**src/sv/shac_pkg.sv**
```systemverilog
// SHA-256 compression package: word type, initial hash, round constants
// and the round / schedule mixing functions.
// No dependencies; imported by sha256_block_compress_top and by tb.
package shac_pkg;

   typedef logic [31:0] word_type;

   localparam int unsigned BLOCK_WORDS = 16;
   localparam int unsigned HASH_WORDS  = 8;
   localparam int unsigned ROUNDS      = 64;

   localparam logic [3:0] LAST_BLOCK_WORD = 4'd15;
   localparam logic [5:0] LAST_ROUND      = 6'd63;
   localparam logic [2:0] LAST_DIGEST_IDX = 3'd7;

   localparam word_type INIT_HASH [HASH_WORDS] = '{
      32'h6a09e667, 32'hbb67ae85, 32'h3c6ef372, 32'ha54ff53a,
      32'h510e527f, 32'h9b05688c, 32'h1f83d9ab, 32'h5be0cd19
   };

   localparam word_type ROUND_K [ROUNDS] = '{
      32'h428a2f98, 32'h71374491, 32'hb5c0fbcf, 32'he9b5dba5,
      32'h3956c25b, 32'h59f111f1, 32'h923f82a4, 32'hab1c5ed5,
      32'hd807aa98, 32'h12835b01, 32'h243185be, 32'h550c7dc3,
      32'h72be5d74, 32'h80deb1fe, 32'h9bdc06a7, 32'hc19bf174,
      32'he49b69c1, 32'hefbe4786, 32'h0fc19dc6, 32'h240ca1cc,
      32'h2de92c6f, 32'h4a7484aa, 32'h5cb0a9dc, 32'h76f988da,
      32'h983e5152, 32'ha831c66d, 32'hb00327c8, 32'hbf597fc7,
      32'hc6e00bf3, 32'hd5a79147, 32'h06ca6351, 32'h14292967,
      32'h27b70a85, 32'h2e1b2138, 32'h4d2c6dfc, 32'h53380d13,
      32'h650a7354, 32'h766a0abb, 32'h81c2c92e, 32'h92722c85,
      32'ha2bfe8a1, 32'ha81a664b, 32'hc24b8b70, 32'hc76c51a3,
      32'hd192e819, 32'hd6990624, 32'hf40e3585, 32'h106aa070,
      32'h19a4c116, 32'h1e376c08, 32'h2748774c, 32'h34b0bcb5,
      32'h391c0cb3, 32'h4ed8aa4a, 32'h5b9cca4f, 32'h682e6ff3,
      32'h748f82ee, 32'h78a5636f, 32'h84c87814, 32'h8cc70208,
      32'h90befffa, 32'ha4506ceb, 32'hbef9a3f7, 32'hc67178f2
   };

   // Upper-case sigma on a
   function automatic word_type big_sigma0(input word_type x);
      return {x[1:0], x[31:2]} ^ {x[12:0], x[31:13]} ^ {x[21:0], x[31:22]};
   endfunction

   // Upper-case sigma on e
   function automatic word_type big_sigma1(input word_type x);
      return {x[5:0], x[31:6]} ^ {x[10:0], x[31:11]} ^ {x[24:0], x[31:25]};
   endfunction

   // Schedule sigma on w[t-15]
   function automatic word_type small_sigma0(input word_type x);
      return {x[6:0], x[31:7]} ^ {x[17:0], x[31:18]} ^ {3'b000, x[31:3]};
   endfunction

   // Schedule sigma on w[t-2]
   function automatic word_type small_sigma1(input word_type x);
      return {x[16:0], x[31:17]} ^ {x[18:0], x[31:19]} ^ {10'd0, x[31:10]};
   endfunction

   function automatic word_type choose(input word_type e, input word_type f,
                                       input word_type g);
      return (e & f) ^ (~e & g);
   endfunction

   function automatic word_type majority(input word_type a, input word_type b,
                                         input word_type c);
      return (a & b) ^ (a & c) ^ (b & c);
   endfunction

endpackage

```
**src/sv/sha256_block_compress_top.sv**
```systemverilog
// SHA-256 block compression with chaining: word intake, 64-round engine
// sharing one round datapath, hash update and digest output register.
// Depends on shac_pkg.
//
// After the 16th word of a block, the single round unit does one round per
// cycle over the 64 rounds, then the hash update runs; a final block then
// presents its 8 digest words, one per cycle when rsp_ready is held high.
// No word of the next block is taken until the rounds, the update and any
// digest output are done. Synchronous reset loads the initial hash, clears
// the word count and returns to word intake with no result pending.
module sha256_block_compress_top
   import shac_pkg::*;
(
   input  logic        clock,
   input  logic        reset,
   input  logic        req_valid,
   output logic        req_ready,
   input  logic [31:0] req_message_word,
   input  logic        req_new_message,
   input  logic        req_final_block,
   output logic        rsp_valid,
   input  logic        rsp_ready,
   output logic [31:0] rsp_digest_word,
   output logic        rsp_digest_last
);

   typedef enum logic [1:0] {
      ST_INTAKE,
      ST_ROUND,
      ST_UPDATE,
      ST_EMIT
   } state_type;

   state_type  state_ff, state_in;
   logic [3:0] word_count_ff, word_count_in;
   logic [5:0] round_ff, round_in;
   logic [2:0] emit_idx_ff, emit_idx_in;
   logic       final_ff, final_in;
   logic       rsp_valid_ff, rsp_valid_in;
   logic       rsp_last_ff, rsp_last_in;
   word_type   rsp_word_ff, rsp_word_in;

   word_type   chain_ff [HASH_WORDS];
   word_type   chain_in [HASH_WORDS];
   word_type   vars_ff  [HASH_WORDS];
   word_type   vars_in  [HASH_WORDS];
   word_type   win_ff   [BLOCK_WORDS];
   word_type   win_in   [BLOCK_WORDS];

   logic       req_xfer;
   word_type   sched_next;
   word_type   x1, x2;

   assign req_ready       = (state_ff == ST_INTAKE);
   assign req_xfer        = req_valid && req_ready;
   assign rsp_valid       = rsp_valid_ff;
   assign rsp_digest_word = rsp_word_ff;
   assign rsp_digest_last = rsp_last_ff;

   // Shared round unit: schedule word 16 ahead and the two round sums
   assign sched_next = small_sigma1(win_ff[14]) + win_ff[9]
                     + small_sigma0(win_ff[1]) + win_ff[0];
   assign x1 = vars_ff[7] + big_sigma1(vars_ff[4])
             + choose(vars_ff[4], vars_ff[5], vars_ff[6])
             + ROUND_K[round_ff] + win_ff[0];
   assign x2 = big_sigma0(vars_ff[0]) + majority(vars_ff[0], vars_ff[1], vars_ff[2]);

   // Sequencer next state
   always_comb begin
      state_in      = state_ff;
      word_count_in = word_count_ff;
      round_in      = round_ff;
      emit_idx_in   = emit_idx_ff;
      final_in      = final_ff;
      rsp_valid_in  = rsp_valid_ff;
      rsp_last_in   = rsp_last_ff;
      rsp_word_in   = rsp_word_ff;
      chain_in      = chain_ff;
      vars_in       = vars_ff;
      win_in        = win_ff;

      unique case (state_ff)
         ST_INTAKE: begin
            if (req_xfer) begin
               // shift the word into the schedule window
               for (int i = 0; i < BLOCK_WORDS - 1; i++) begin
                  win_in[i] = win_ff[i + 1];
               end
               win_in[BLOCK_WORDS - 1] = req_message_word;
               if (word_count_ff == '0 && req_new_message) begin
                  chain_in = INIT_HASH;
               end
               word_count_in = word_count_ff + 4'd1;
               if (word_count_ff == LAST_BLOCK_WORD) begin
                  final_in = req_final_block;
                  vars_in  = chain_ff;
                  round_in = '0;
                  state_in = ST_ROUND;
               end
            end
         end
         ST_ROUND: begin
            for (int i = 0; i < BLOCK_WORDS - 1; i++) begin
               win_in[i] = win_ff[i + 1];
            end
            win_in[BLOCK_WORDS - 1] = sched_next;
            vars_in[7] = vars_ff[6];
            vars_in[6] = vars_ff[5];
            vars_in[5] = vars_ff[4];
            vars_in[4] = vars_ff[3] + x1;
            vars_in[3] = vars_ff[2];
            vars_in[2] = vars_ff[1];
            vars_in[1] = vars_ff[0];
            vars_in[0] = x1 + x2;
            round_in   = round_ff + 6'd1;
            if (round_ff == LAST_ROUND) begin
               state_in = ST_UPDATE;
            end
         end
         ST_UPDATE: begin
            for (int j = 0; j < HASH_WORDS; j++) begin
               chain_in[j] = chain_ff[j] + vars_ff[j];
            end
            if (final_ff) begin
               emit_idx_in  = '0;
               rsp_valid_in = 1'b1;
               rsp_last_in  = 1'b0;
               rsp_word_in  = chain_ff[0] + vars_ff[0];
               state_in     = ST_EMIT;
            end else begin
               state_in = ST_INTAKE;
            end
         end
         ST_EMIT: begin
            if (rsp_ready) begin
               if (rsp_last_ff) begin
                  rsp_valid_in = 1'b0;
                  rsp_last_in  = 1'b0;
                  state_in     = ST_INTAKE;
               end else begin
                  emit_idx_in = emit_idx_ff + 3'd1;
                  rsp_word_in = chain_ff[emit_idx_in];
                  rsp_last_in = (emit_idx_in == LAST_DIGEST_IDX);
               end
            end
         end
         default: begin
            state_in = ST_INTAKE;
         end
      endcase
   end

   // State, datapath and output registers
   always_ff @(posedge clock) begin
      if (reset) begin
         state_ff      <= ST_INTAKE;
         word_count_ff <= '0;
         round_ff      <= '0;
         emit_idx_ff   <= '0;
         final_ff      <= 1'b0;
         rsp_valid_ff  <= 1'b0;
         rsp_last_ff   <= 1'b0;
         chain_ff      <= INIT_HASH;
      end else begin
         state_ff      <= state_in;
         word_count_ff <= word_count_in;
         round_ff      <= round_in;
         emit_idx_ff   <= emit_idx_in;
         final_ff      <= final_in;
         rsp_valid_ff  <= rsp_valid_in;
         rsp_last_ff   <= rsp_last_in;
         chain_ff      <= chain_in;
      end
      rsp_word_ff <= rsp_word_in;
      vars_ff     <= vars_in;
      win_ff      <= win_in;
   end

endmodule

```
**config.mk**
```make
export PLATFORM = sky130hd
export DESIGN_NAME = sha256_block_compress_top
export DESIGN_NICKNAME = d
export VERILOG_FILES = /design/src/sv/shac_pkg.sv /design/src/sv/sha256_block_compress_top.sv
export SDC_FILE = /design/constraint.sdc
export NUM_CORES = 2
export LEC_CHECK = 0
export BUFFER_PORTS_ARGS = -buffer_cell sky130_fd_sc_hd__buf_2
export CAP_MARGIN = 10
export CORE_ASPECT_RATIO = 1.1
export CORE_MARGIN = 4
export CORE_UTILIZATION = 40
export DETAILED_ROUTE_END_ITERATION = 10
export PLACE_DENSITY = 0.58
export SETUP_SLACK_MARGIN = 0.02
export SLEW_MARGIN = 20
export SYNTH_ARGS = -nofsm -noshare
export SYNTH_HDL_FRONTEND = slang
export SYNTH_SLANG_ARGS = --single-unit
export TNS_END_PERCENT = 20
```
**constraint.sdc**
```tcl
create_clock -name clock -period 11.33 [get_ports clock]
set_input_delay 2.8325 -clock clock [delete_from_list [all_inputs] [get_ports clock]]
set_output_delay 2.8325 -clock clock [all_outputs]
set_load 0.005 [all_outputs]
```
==> results.toml <==
[route]
post_drt_wl_per_cell_microns = 25.0
num_vias = 50900
via_density = 5.66
drt_pre_antenna_iters = 6
drc = 0
drt_wl_total_microns = 224000
route.antenna.remaining_nets = 0
initialDrtViolationCount = 4226

[sta]
setup_violations = 0
totalNegativeSetupSlack_ns = 0
tightestPinTransition_ns = 1.08
report.final.slew_viol_count = 0
hold_violations = 0
setup_ws_ns = 1.75
worst_clock_skew_ns = 0.0719
achievable-frequency_mhz = 104
max-slew-margin-rel = 0.272
hold_ws_ns = 0.351
unrepaired_setup_endpoints_after_global_routing = "false"
min_period_over_period = 0.845
post-route-min-period_ns = 9.58

[clock_tree]
reg_clk_slew_reported_paths_ns = 0.06
clock_sinks = 1074
cts_setup_buffers = 0
cts.path.max_buffers = 3
cts_root_buf = "clkbuf_16"
cts_buffers = 117
cts_tree = "done"
insertion_delay_ns = 0.80
cts_resized = 0
postCtsHoldBufs = 0
h-tree-depth = 3

[synthesis]
synth_top_cell_by_area = "edfxtp_1"
synth_ff_type = "edfxtp_1"
ys_seq_elements = 1074
synth_sequential_area_ratio = 0.439
synth_warnings = 0
synth_top_cell_area_share = 0.357
netlist_top_cells_area = "edfxtp_1, dfxtp_1, ha_1"
number_of_synthesized_flops_with_an_enable_pin = 800
synth.net_count = 7348
synth.lib_cells_used.distinct = 89
syn_area_per_cell_sq_um = 10.0
syn_area_sq_um = 67200
syn-instance-count = 6712
postSynth.asyncResetShare = 0

[floorplanning]
core.rowCount = 157
initial_utilization = 0.403
pin_count = 73
coreArea_sq_um = 167000
die_area_sq_um = 175000
chipHeight_microns = 438
dieWidth_microns = 399

[global_route]
grt-ovfl-total = 0
grt_pass1_wl_microns = 328000
groute.usage.overall = 0.252
pin_count_of_the_biggest_net_entering_global_routing = 189
grt_antenna_before_repair = 2
via_count_of_the_first_global_routing_pass = 50000

[layout]
multi_input_gate_area_in_the_final_layout_sq_um = 34800
synthToLayoutAreaGrowth_pct = 10.2
final.fill_count = 15700
final_layout_size_suffix_gt1_frac = 0.0754
register_area_sq_um = 29500
stdcell_count = 8986
finalNetCount = 7297
most-common-layout-cells = "nand2_1, edfxtp_1, inv_1, o21ai_0, a21oi_1"
final_common_cell = "nand2_1"
diodes_inserted = 0

[place]
dpl.hpwl_microns = 164000
placed_cells = 8768
finalWeightedCongestion = 0.927
dp_slack_ns = 1.93
place.port_buffers = 72

[critical_path]
cell_repeated_most_along_the_worst_path = "inv_1"
endpoint_kind = "register"
worstPathRequired_ns = 11.96
endpoint_arrival_time_on_the_critical_path_ns = 10.21
worstSetupPathType = "register to register"
highest_net_fanout_along_the_worst_path = 21
worst_path_max_delay_cell = "dfxtp_1"
critical-path-max-stage-delay_ns = 0.88
cp-start-kind = "register"

[power_and_ir_drop]
p_leak_uw = 0.0296
peakVddDrop_uv = 143
p_per_area_nw_per_um2 = 144

[status]
outcome = "completed"

[min_path]
worst_hold_path_type = "register to register"

[job]
drv_cap = 0
cell usage after synthesis, types with 13 or more instances:
library cell  count
a211o_1          13
a211oi_1         64
a21o_1          181
a21oi_1         434
a22oi_1          37
a311oi_1         16
a31o_2           16
a31oi_1          42
and3_1           37
buf_1            30
clkbuf_1        286
dfxtp_1         274
edfxtp_1        800
fa_1            195
ha_1            403
inv_1           492
mux2_2           31
mux2i_1          41
mux4_2           70
nand2_1        1028
nand2b_1         60
nand3_1         116
nand4_1          24
nor2_1          364
nor2b_1          67
nor3_1          103
nor4_1           14
o211ai_1         36
o21a_1           53
o21ai_0         442
o21bai_1         47
o22ai_1          36
o311ai_0         16
o31ai_1          38
or2_2            21
or3_1            24
xnor2_1         331
xor2_1          234
power by group:
part	leakage, uW	switching, uW	internal (uW)	total [uW]
combinational	0.0179	1310	843	2150
sequential	0.00975	65.6	4330	4390
clock	0.00198	1740	2400	4150
total	0.0296	3120	7570	10700
critical path: cells and delay by family (launching register included):
family | cells | cell delay (ns)
fa+ha+maj | 6 | 2.41
compound gates | 15 | 3.73
buf+inv | 5 | 0.63
simple gates | 7 | 1.29
xor+xnor | 2 | 0.49
flops | 1 | 0.88
final timing paths:
path	cells after the start	to	startpoint	slack [ns]
max reg2reg	35	vars_ff[255]	round_ff[1]	1.75
max	35	vars_ff[255]	round_ff[1]	1.75
min	0	win_ff[460]	win_ff[428]	0.35
min reg2reg	0	win_ff[460]	win_ff[428]	0.35
flip-flops by register name (all words and copies together) (netlist names):
name,flops
rsp_valid,1
win_ff,512
vars_ff,256
round_ff,6
word_count_ff,4
chain_ff,256
final_ff,1
emit_idx_ff,3
rsp_digest_last,1
rsp_digest_word,32
state_ff,2
stage by stage:
step	area [sq um]	total power, uW	utilization
after floorplan	67200	6010	-
after global routing	74000	11200	0.444
after detailed placement	69900	6600	0.419
final	74000	10700	0.444
after CTS	74000	10800	0.444
after global placement	69900	6590	0.419
cell families after synthesis:
kind of cell | Yosys count | synth area share
adders and majority gates | 600 | 0.133
muxes | 142 | 0.0348
xor gates and xnor gates | 567 | 0.0743
buffers and inverters | 810 | 0.0452
DFF | 1074 | 0.439
and+or+nand+nor | 1905 | 0.123
AOI/OAI and AO/OA | 1614 | 0.151
routing by layer:
metal / wire length, microns / vias to the layer above / global-route usage
met2: 106000 / 1668 / 0.421
met1: 93300 / 25100 / 0.322
met3: 12400 / 432 / 0.0338
met4: 12200 / 0 / 0.120
met5: 0 / - / 0
li1: - / 23600 / -
layout make-up:
type	count	area share
clock buffers	138	0.0409
clock inverters	80	0.0148
inverters	494	0.0252
multi-input cells	4828	0.470
flip-flops and latches	1074	0.399
well taps	2226	0.0376
repair buffers	146	0.0132
Note: power is estimated with default switching activity, not from simulation.
